File: src/rtl/core/assert_macros.svh
// assertion macros shared by the rtl
// no dependencies
`ifndef ASSERT_MACROS_SVH
`define ASSERT_MACROS_SVH
`define CHK_IMPL(lbl, clk, rst_n, a, c) \
	lbl: assert property (@(posedge clk) disable iff (!rst_n) (a) |-> (c)) \
		else $error("check failed");
`define CHK_NEXT(lbl, clk, rst_n, a, c) \
	lbl: assert property (@(posedge clk) disable iff (!rst_n) (a) |=> (c)) \
		else $error("check failed");
`endif

File: src/rtl/core/imrg_pkg.sv
`timescale 1ns / 1ps
// package for interval_merge: sizes and command/status structs
// no dependencies
package imrg_pkg;
	localparam int MaxIntervals = 64;
	localparam int ValueBits = 32;
	localparam int IdxBits = $clog2(MaxIntervals);
	localparam int CntBits = $clog2(MaxIntervals + 1);
	localparam int TdataInBits = ((2 * ValueBits + 7) / 8) * 8;
	localparam int TdataOutBits = ((2 * ValueBits + 7) / 8) * 8;

	typedef logic signed [ValueBits-1:0] val_t;

	typedef struct packed {
		logic load;      // capture input transfer, pointer to zero
		logic step_up;   // pointer forward
		logic wr_max;    // keep the larger right end at pointer
		logic wr_new;    // write new interval at pointer, count up
		logic set_ovf;   // interval dropped, table full
		logic sh_start;  // note insert position, pointer to count
		logic rd_below;  // read entry below pointer
		logic wr_shift;  // move entry read up to pointer, pointer back
		logic sw_init;   // pointer to zero for the sweep
		logic cur_load;  // current group from entry read
		logic cur_merge; // widen current group by entry read
		logic clear;     // empty table after batch
	} imrg_cmd_t;

	typedef struct packed {
		logic last_item;
		logic at_end;    // pointer at entry count
		logic full;
		logic key_eq;    // entry read has the same left end
		logic key_lt;    // entry read has a smaller left end
		logic sh_last;   // this shift write lands just above insert position
		logic sw_first;
		logic sw_merge;  // entry read touches or overlaps current group
	} imrg_sts_t;
endpackage

File: src/rtl/core/imrg_datapath.sv
`timescale 1ns / 1ps
// interval_merge datapath: sorted table memory, insertion shifter, merge sweep
// depends on imrg_pkg
module imrg_datapath import imrg_pkg::*; (
	input  logic                  clk,
	input  logic                  arst_n,
	input  imrg_cmd_t             cmd,
	input  val_t                  in_a,
	input  val_t                  in_b,
	input  logic                  in_last,
	output imrg_sts_t             sts,
	output val_t                  res_lo,
	output val_t                  res_hi,
	output logic                  res_ovf
);
	val_t s_mem [MaxIntervals];
	val_t e_mem [MaxIntervals];
	val_t lo_q, hi_q, rd_s_q, rd_e_q, cur_lo_q, cur_hi_q;
	logic last_q, ovf_q;
	logic [CntBits-1:0] cnt_q, ptr_q, pos_q, ptr_dn;
	logic [IdxBits-1:0] ra, wa;
	logic we;
	val_t ws, wend;

	assign ptr_dn = ptr_q - 1'b1;
	assign wa = ptr_q[IdxBits-1:0];

	always_comb begin
		ra = ptr_q[IdxBits-1:0];
		if (cmd.rd_below)
			ra = ptr_dn[IdxBits-1:0];
	end

	always_comb begin
		we = cmd.wr_max || cmd.wr_new || cmd.wr_shift;
		ws = lo_q;
		wend = hi_q;
		if (cmd.wr_shift) begin
			ws = rd_s_q;
			wend = rd_e_q;
		end else if (cmd.wr_max && rd_e_q > hi_q) begin
			wend = rd_e_q;
		end
	end

	always_ff @(posedge clk) begin
		if (we) begin
			s_mem[wa] <= ws;
			e_mem[wa] <= wend;
		end
		rd_s_q <= s_mem[ra];
		rd_e_q <= e_mem[ra];
	end

	always_ff @(posedge clk or negedge arst_n) begin
		if (!arst_n) begin
			cnt_q <= '0;
			ovf_q <= 1'b0;
			ptr_q <= '0;
			pos_q <= '0;
			last_q <= 1'b0;
		end else begin
			if (cmd.load)
				last_q <= in_last;
			if (cmd.load || cmd.sw_init)
				ptr_q <= '0;
			else if (cmd.step_up)
				ptr_q <= ptr_q + 1'b1;
			else if (cmd.sh_start)
				ptr_q <= cnt_q;
			else if (cmd.wr_shift)
				ptr_q <= ptr_dn;
			if (cmd.sh_start)
				pos_q <= ptr_q;
			if (cmd.clear)
				cnt_q <= '0;
			else if (cmd.wr_new)
				cnt_q <= cnt_q + 1'b1;
			if (cmd.clear)
				ovf_q <= 1'b0;
			else if (cmd.set_ovf)
				ovf_q <= 1'b1;
		end
	end

	always_ff @(posedge clk) begin
		if (cmd.load) begin
			lo_q <= (in_b < in_a) ? in_b : in_a;
			hi_q <= (in_b < in_a) ? in_a : in_b;
		end
		if (cmd.cur_load) begin
			cur_lo_q <= rd_s_q;
			cur_hi_q <= rd_e_q;
		end else if (cmd.cur_merge && rd_e_q > cur_hi_q) begin
			cur_hi_q <= rd_e_q;
		end
	end

	always_comb begin
		sts.last_item = last_q;
		sts.at_end = ptr_q == cnt_q;
		sts.full = cnt_q == CntBits'(MaxIntervals);
		sts.key_eq = rd_s_q == lo_q;
		sts.key_lt = rd_s_q < lo_q;
		sts.sh_last = ptr_dn == pos_q;
		sts.sw_first = ptr_q == '0;
		sts.sw_merge = rd_s_q <= cur_hi_q;
	end

	assign res_lo = cur_lo_q;
	assign res_hi = cur_hi_q;
	assign res_ovf = ovf_q;
endmodule

File: src/rtl/core/imrg_ctrl.sv
`timescale 1ns / 1ps
// interval_merge controller: sequences load, insert, sweep and emit
// depends on imrg_pkg
module imrg_ctrl import imrg_pkg::*; (
	input  logic      clk,
	input  logic      arst_n,
	input  logic      in_valid,
	output logic      in_ready,
	output logic      out_valid,
	input  logic      out_ready,
	output logic      out_last,
	input  imrg_sts_t sts,
	output imrg_cmd_t cmd
);
	typedef enum logic [3:0] {
		Idle, SrchRd, SrchCmp, ShRd, ShWr, InsNew, SwRd, SwCmp, Emit, EmitFin
	} st_t;
	st_t st_q;
	logic ins_fin;

	assign in_ready = st_q == Idle;
	assign out_valid = st_q == Emit || st_q == EmitFin;
	assign out_last = st_q == EmitFin;

	always_comb begin
		cmd = '0;
		ins_fin = 1'b0;
		case (st_q)
			Idle: cmd.load = in_valid;
			SrchCmp: begin
				if (!sts.at_end && sts.key_lt) begin
					cmd.step_up = 1'b1;
				end else if (!sts.at_end && sts.key_eq) begin
					cmd.wr_max = 1'b1;
					ins_fin = 1'b1;
				end else if (sts.full) begin
					cmd.set_ovf = 1'b1;
					ins_fin = 1'b1;
				end else if (sts.at_end) begin
					cmd.wr_new = 1'b1;
					ins_fin = 1'b1;
				end else begin
					cmd.sh_start = 1'b1;
				end
			end
			ShRd: cmd.rd_below = 1'b1;
			ShWr: cmd.wr_shift = 1'b1;
			InsNew: begin
				cmd.wr_new = 1'b1;
				ins_fin = 1'b1;
			end
			SwCmp: begin
				if (sts.sw_first) begin
					cmd.cur_load = 1'b1;
					cmd.step_up = 1'b1;
				end else if (sts.sw_merge) begin
					cmd.cur_merge = 1'b1;
					cmd.step_up = 1'b1;
				end
			end
			Emit: begin
				if (out_ready) begin
					cmd.cur_load = 1'b1;
					cmd.step_up = 1'b1;
				end
			end
			EmitFin: cmd.clear = out_ready;
			default: cmd = '0;
		endcase
		cmd.sw_init = ins_fin && sts.last_item;
	end

	always_ff @(posedge clk or negedge arst_n) begin
		if (!arst_n) begin
			st_q <= Idle;
		end else begin
			case (st_q)
				Idle: if (in_valid) st_q <= SrchRd;
				SrchRd: st_q <= SrchCmp;
				SrchCmp: begin
					if (ins_fin)
						st_q <= sts.last_item ? SwRd : Idle;
					else if (cmd.sh_start)
						st_q <= ShRd;
					else
						st_q <= SrchRd;
				end
				ShRd: st_q <= ShWr;
				ShWr: st_q <= sts.sh_last ? InsNew : ShRd;
				InsNew: st_q <= sts.last_item ? SwRd : Idle;
				SwRd: st_q <= sts.at_end ? EmitFin : SwCmp;
				SwCmp: st_q <= (sts.sw_first || sts.sw_merge) ? SwRd : Emit;
				Emit: if (out_ready) st_q <= SwRd;
				EmitFin: if (out_ready) st_q <= Idle;
				default: st_q <= Idle;
			endcase
		end
	end
endmodule

File: src/rtl/core/interval_merge.sv
`timescale 1ns / 1ps
// interval_merge top level: sorted interval table with merge on batch end
// depends on imrg_pkg, imrg_ctrl, imrg_datapath, assert_macros.svh
//  channel | dir | contents
//  s_axis  | in  | tdata: range_start, range_end; tlast: batch_end
//  m_axis  | out | tdata: merged_start, merged_end; tuser: table_overflow; tlast: final_result
// an item is taken in one transfer, then compared with each stored left end below its own
// inserting below stored entries moves each entry up with a read and a write, then writes it
// a batch end then sweeps the entries with a read and a compare each, emitting each merged result,
// the last with tlast, each result held for as long as m_axis_tready stays low
// the table memory has one write and one read port with registered read data
// reset clears the entry count and overflow flag, the table itself is not cleared
`include "assert_macros.svh"
module interval_merge import imrg_pkg::*; (
	input  logic                    clk,
	input  logic                    arst_n,
	input  logic                    s_axis_tvalid,
	output logic                    s_axis_tready,
	input  logic [TdataInBits-1:0]  s_axis_tdata,  // range_start, range_end
	input  logic                    s_axis_tlast,
	output logic                    m_axis_tvalid,
	input  logic                    m_axis_tready,
	output logic [TdataOutBits-1:0] m_axis_tdata,  // merged_start, merged_end
	output logic                    m_axis_tuser,  // table_overflow
	output logic                    m_axis_tlast
);
	imrg_cmd_t cmd;
	imrg_sts_t sts;
	val_t lo, hi;

	imrg_ctrl u_ctrl (
		.clk, .arst_n,
		.in_valid(s_axis_tvalid), .in_ready(s_axis_tready),
		.out_valid(m_axis_tvalid), .out_ready(m_axis_tready),
		.out_last(m_axis_tlast),
		.sts, .cmd
	);

	imrg_datapath u_dp (
		.clk, .arst_n, .cmd,
		.in_a(s_axis_tdata[ValueBits-1:0]),
		.in_b(s_axis_tdata[2*ValueBits-1:ValueBits]),
		.in_last(s_axis_tlast),
		.sts, .res_lo(lo), .res_hi(hi), .res_ovf(m_axis_tuser)
	);

	assign m_axis_tdata = TdataOutBits'({hi, lo});

	`CHK_IMPL(a_no_in_while_out, clk, arst_n, m_axis_tvalid, !s_axis_tready)
	`CHK_NEXT(a_last_returns_idle, clk, arst_n,
		m_axis_tvalid && m_axis_tready && m_axis_tlast, s_axis_tready)
	`CHK_NEXT(a_out_hold, clk, arst_n, m_axis_tvalid && !m_axis_tready,
		m_axis_tvalid && $stable(m_axis_tdata) && $stable(m_axis_tlast))
endmodule
File: config.mk
export PLATFORM = sky130hd
export DESIGN_NAME = interval_merge
export DESIGN_NICKNAME = d
export VERILOG_FILES = /design/src/rtl/core/imrg_pkg.sv /design/src/rtl/core/imrg_datapath.sv /design/src/rtl/core/imrg_ctrl.sv /design/src/rtl/core/interval_merge.sv
export VERILOG_INCLUDE_DIRS = /design/src /design/src/rtl/core
export SDC_FILE = /design/constraint.sdc
export NUM_CORES = 2
export LEC_CHECK = 0
export BUFFER_PORTS_ARGS = -buffer_cell sky130_fd_sc_hd__buf_2
export CAP_MARGIN = 10
export CELL_PAD_IN_SITES_DETAIL_PLACEMENT = 0
export CELL_PAD_IN_SITES_GLOBAL_PLACEMENT = 1
export CORE_MARGIN = 2
export CORE_UTILIZATION = 40
export CTS_CLUSTER_DIAMETER = 200
export DETAILED_ROUTE_END_ITERATION = 8
export GPL_TIMING_DRIVEN = 0
export PLACE_DENSITY_LB_ADDON = 0.1
export SLEW_MARGIN = 0
export SYNTH_ARGS = -nofsm -noshare
export SYNTH_HDL_FRONTEND = slang
export SYNTH_SLANG_ARGS = --single-unit
File: constraint.sdc
create_clock -name clk -period 5.4 [get_ports clk]
set_input_delay 0.81 -clock clk [delete_from_list [all_inputs] [get_ports clk]]
set_output_delay 0.81 -clock clk [all_outputs]
set_load 0.02 [all_outputs]
# Yosys cells after proc, flatten, opt, wreduce, memory -nomap -nowiden
# Memory sizes are Yosys's and may differ from the RTL's. A register that Yosys moved wholly into a read port is not among the register bits.
# Index checks and enable logic that the tools add are counted.
# totals
ff_bits	155
ramBits	4096
out_inout_bits	68
wordCells	110
mem_count	2
# memory_table
memory	depth	word_bits	read_ports	rd_ports_with_merged_regs	write_ports	line_no	source
u_dp.e_mem	64	32	1	1	1	imrg_datapath.sv:17	val_t e_mem [MaxIntervals];
u_dp.s_mem	64	32	1	1	1	imrg_datapath.sv:16	val_t s_mem [MaxIntervals];
# op_classes
add_sub_neg	3
n_lt_le_gt_ge	5
n_eq_ne	16
n_mux	56
reduce_logical	18
# op_table
cell	n
two-way mux 32 bit	7
> comparator 32 bit	2
less-than comparator 32 bit	2
two-way mux 7 bit	6
one-hot mux 4 bit (10 select lines)	1
== test 32 bit	1
less-or-equal comparator 32 bit	1
two-way mux 4 bit	7
two-way mux 1 bit	25
== test 4 x 3 -> 1 bit (second input constant)	4
adder 7 x 1 -> 7 bit (second input constant)	2
== test 7 bit	2
two-way mux 3 bit	3
== test 4 x 2 -> 1 bit (second input constant)	2
== test 4 bit (second input constant)	2
== test 7 bit (second input constant)	1
zero test 7 bit	1
subtractor 7 x 1 -> 7 bit (second input constant)	1
two-way mux 6 bit	1
!= test 2 bit (second input constant)	3
one-hot mux 1 bit (2 select lines)	3
nonzero test 2 bit	3
logical AND 1 bit	5
logical OR 1 bit	5
other kinds (7)	8

# Logic depth before layout (Yosys ltp)
# logic_depth
ltp_word	10
ltp_mapped	14
ltp_nobuf	11

# By module
# Synthesis repeated with hierarchy kept, for this count alone.
# unflattened
cells_unflattened	7119
area_unflattened_um2	167287.9
# by_module_without_submodules
module	n_inst	cells_each	area_each_um2	seq_area_each_um2
imrg_datapath	1	7056	166800.0	128698.4
imrg_ctrl	1	63	488.0	100.1

# Least setup slack after synthesis
# OpenSTA, ideal clock, no wires.
# synth_timing
path_type	register to register
start	register u_dp.lo_q[15]
end	memory u_dp.e_mem[29][0] in the netlist's numbering (enable)
setup_time_ns	0.487
arrival_ns	4.970
required_ns	4.913
setup_slack_ns	-0.057
stages_incl_launch_ff	11
n_path_buf	0
period_less_slack_ns	5.457
cell_sequence	edfxtp_1 > inv_1 > ha_1 > nand4_1 > a2111oi_0 > o41a_1 > a211oi_1 > o31ai_1 > nor2b_1 > nand3_1 > nor2_1
# synth_via
elab_chain_len	9
# synth_lines
item	line_no	source
start: declaration	imrg_datapath.sv:18	val_t lo_q, hi_q, rd_s_q, rd_e_q, cur_lo_q, cur_hi_q;
start signal: assignment	imrg_datapath.sv:88	lo_q <= (in_b < in_a) ? in_b : in_a;
branches (longest 3 deep; another with less-than comparator 32 bit)	-	
two-way mux 4 bit (*)	imrg_ctrl.sv:31	if (!sts.at_end && sts.key_lt) begin
one-hot mux 1 bit (2 select lines) or two-way mux 1 bit (tied branches)	imrg_ctrl.sv:28	case (st_q)
logical OR 1 bit (*) (2 in a row)	imrg_datapath.sv:35	we = cmd.wr_max || cmd.wr_new || cmd.wr_shift;
two-way mux 1 bit (*)	imrg_datapath.sv:47	if (we) begin
two-way mux 1 bit (not written as such) (*)	imrg_datapath.sv:49	e_mem[wa] <= wend;
end: declaration	imrg_datapath.sv:17	
# Mark *: on every way between the ends.

# Worst setup path in the final report
# layout_timing
start	register u_dp.ptr_q[0]
end	register u_dp.rd_s_q[15] (read register of u_dp.s_mem)
# layout_via
elab_chain_len	2
# layout_lines
item	line_no	source
start: declaration	imrg_datapath.sv:20	logic [CntBits-1:0] cnt_q, ptr_q, pos_q, ptr_dn;
start signal: assignment	imrg_datapath.sv:68	ptr_q <= ptr_q + 1'b1;
start signal: assignment	imrg_datapath.sv:70	ptr_q <= cnt_q;
start signal: assignment	imrg_datapath.sv:72	ptr_q <= ptr_dn;
subtractor 7 x 1 -> 7 bit	imrg_datapath.sv:25	assign ptr_dn = ptr_q - 1'b1;
two-way mux 6 bit (*)	imrg_datapath.sv:30	if (cmd.rd_below)
end: declaration	imrg_datapath.sv:18	
# Mark *: on every way between the ends. The rest lies on a longest branch, timed or not.
# A chain may end at the register's enable or synchronous reset.

==> impl_results.md <==
- Die span in x: 654 um
- # rows: roughly 240
- Port bufs: around 140
- Detail Route met3 WL: 36.8 mm
- Wirelength, routed: ~550 mm
- Top post-synthesis cells by area: edfxtp_1, mux4_2, ha_1
- Total die area: about 430000 um2
- Most frequent cells in the layout: edfxtp_1, mux4_2, clkbuf_16
- Share of cells above drive strength 1: 0.328
- Most common cell after layout, fill and taps aside: edfxtp_1
- CTS sink count: 4315
- Routability cong.: 0.848
- Core Region: 420000 um2
- Critical Path RT: approximately 6300 ps
- M1 WL: 221 mm
- Top FF cell, synth: edfxtp_1
- Syn Std Cell Area: 169000 um2
- Max H-tree Level: 5
- Final #Nets: 8622
- CTS tree: yes
- All-Layer GR Usage: 0.257
- ANT nets after route: 0
- Kind of critical path: flop to flop
- Minimum clock period: 5440 ps
- Largest net degree at the start of global routing: between 60 and 70
- Worst-margin pin slew: 1300 ps
- Die Y: around 650 um
- WP data arrival: roughly 6300 ps
- FFs w/ async S/R, synth: 0.00626
- First-pass GRT wire length: between 700 and 800 mm
- Yosys warning count: 0
- DRC: 0
- Status: finished with violations
- Layout area overhead: 19.0%
- Reg clk slew, reported paths: 60 ps
- DR iter-0 viols: 10.7k
- Slew Viols, Final: 0
- Fin util: 0.478
- Max layer used: met5
- DP HPWL: between 300 and 400 mm
- R2R setup slack: -40 ps
- Cells after Synth: 7304
- Startpoint Class: flop
- Routed vias: ~85k
- Mapped Avg Cell Area: roughly 23 um2
- Syn nets: approximately 7.5k
- Pwr Density: 580 nW/um2
- Top cell type's share of synthesized area: 0.751
- Setup_tns: -40.3 ps
- Setup Viol. Count Final: 1
- F_max: between 150 and 200 MHz
- Failing checks: setup timing
- Layout Skew: 80.0 ps
- Max Root-Sink Buffers: 4
- Routed WL per cell: 37.9 um
- Total gr overflow: 0
- Worst-Skew Late Latency: around 1000 ps
- Maximum vdd drop: between 0.0004 and 0.0005 V
- Starting Density: 0.402
- Flops & latches, synth: about 4.3k
- Met2 wire len: approximately 270 mm
- Final worst slack: -40.3 ps
- Yosys top cell by area: edfxtp_1
- HP Class: input port to flop
- Sequential-to-total area share from yosys stat: 0.763
- CP Capture Type: flop
- RSZ-0062 raised after global routing: false
- Vias in the first global route: roughly 85k
- Num CTS Buffers: 462
- Root Driver: clkbuf_16
- Antenna violations before repair: between 60 and 70
- Post-synthesis cell type count: 62
- Vias/cell: 5.84
- CP max FO: 10
- Max-Cap Viols: 0
- Slew Limit Headroom: 0.134
- # IOs: around 140
- Post-synth EDFFs: between 4k and 5k
- Tcrit/Tclk final: 1.01
- Static leakage power: roughly 64 nW
- Iteration count of the initial detailed-routing pass: 6
- Final Hold Fails: 0
## worst max-delay path, cell delays in order (launching register included)
cell      delay [ps]
dfrtp_1          470
clkbuf_2         310
inv_1            160
ha_1             440
a21oi_2          430
clkbuf_4         440
clkbuf_4         540
buf_12           230
clkbuf_1         740
mux4_2           410
mux4_2           590
mux4_2           480
## flip-flops by register name, summed over array words and instances (netlist names)
signal and count:
u_dp.rd_s_q 32, u_dp.res_ovf 1, u_dp.hi_q 32, u_dp.s_mem 2048, u_dp.last_q 1, u_dp.e_mem 2048
u_dp.res_lo 32, u_dp.cnt_q 7, u_dp.res_hi 32, u_dp.rd_e_q 32, u_dp.lo_q 32, u_dp.ptr_q 7
u_ctrl.st_q 4, u_dp.pos_q 7
## cell usage after synthesis, types with 31 or more instances
library cell	number
inv_1	134
a31oi_1	41
a21oi_1	84
nand2_1	140
or3_1	35
mux2_2	44
ha_1	164
mux4_2	1344
edfxtp_1	4224
a21o_1	37
nor2_1	100
nand3_1	95
nand4_1	86
o2111ai_1	31
buf_2	44
o21ai_0	59
clkbuf_1	268
dfxtp_1	64
buf_1	79
## report_power, final
| group | switching (mW) | internal, mW | total [mW] |
|---|---|---|---|
| clock | 13.3 | 18.0 | 31.3 |
| sequential | 1.36 | 40.8 | 42.2 |
| combinational | 25.0 | 18.2 | 43.2 |
## through the flow
step | instances | instance area (um2) | power [mW] | hold WS, ps | setup slack [ps]
finish | 14600 | 201000 | 117 | 185 | -40.3
global placement | 13100 | 177000 | 84.5 | 497 | -8340
CTS | 14400 | 200000 | 117 | 95.9 | 3.71
floorplan | 7304 | 169000 | 67.1 | 408 | -56.7
detailed placement | 13400 | 183000 | 86.0 | 501 | -1060
global route | 14600 | 201000 | 120 | 158 | 3.30
## repair_timing
item | 4_1_cts | 5_1_grt
endpoints found under the setup margin | 6012 | 36
hold buffers | 2 | 0
pin swaps | 52 | 0
gates resized for setup | 94 | 14
endpoints found under the hold margin | 28 | 0
setup buffers | 180 | 0
## area by class of cell
type | count | area [um2]
repair buffers | 621 | 8410
flip-flops and latches | 4315 | 129000
fillers | 34400 | 219000
clock buffers | 603 | 12300
multi-input cells | 2463 | 39200
inverters | 135 | 507
clock inverters | 261 | 2530
plain buffers | 391 | 1650
diodes | 202 | 505
well taps | 5640 | 7060
## final timing paths
kind / end / depth (start not counted) / start
hold / removal: u_ctrl.st_q[0] / 4 / m_axis_tready
setup reg to reg: u_dp.rd_s_q[15] / 11 / u_dp.ptr_q[0]
hold reg to reg: u_dp.res_ovf / 2 / u_dp.res_ovf
setup / recovery: u_dp.rd_s_q[15] / 11 / u_dp.ptr_q[0]
max in group asynchronous: u_dp.pos_q[6] / 2 / arst_n
min in group asynchronous: u_dp.cnt_q[4] / 2 / arst_n
## per-layer routing
metal	vias up	GRT usage
li1	33900	-
met1	47400	0.345
met2	3442	0.423
met3	772	0.0387
met4	8	0.104
met5	-	0
## cell families (layout without fill, tap and decap cells)
group	count (synthesis)	count (layout)	share of synthesized area
compound gates	341	341	0.0133
xor+xnor	34	34	0.00176
fa+ha+maj	164	164	0.0122
buf+inv	526	2011	0.0120
flops	4315	4315	0.763
mux	1390	1390	0.182
other cells	0	202	0
simple gates	534	534	0.0157
(Power assumes the default switching activity.)
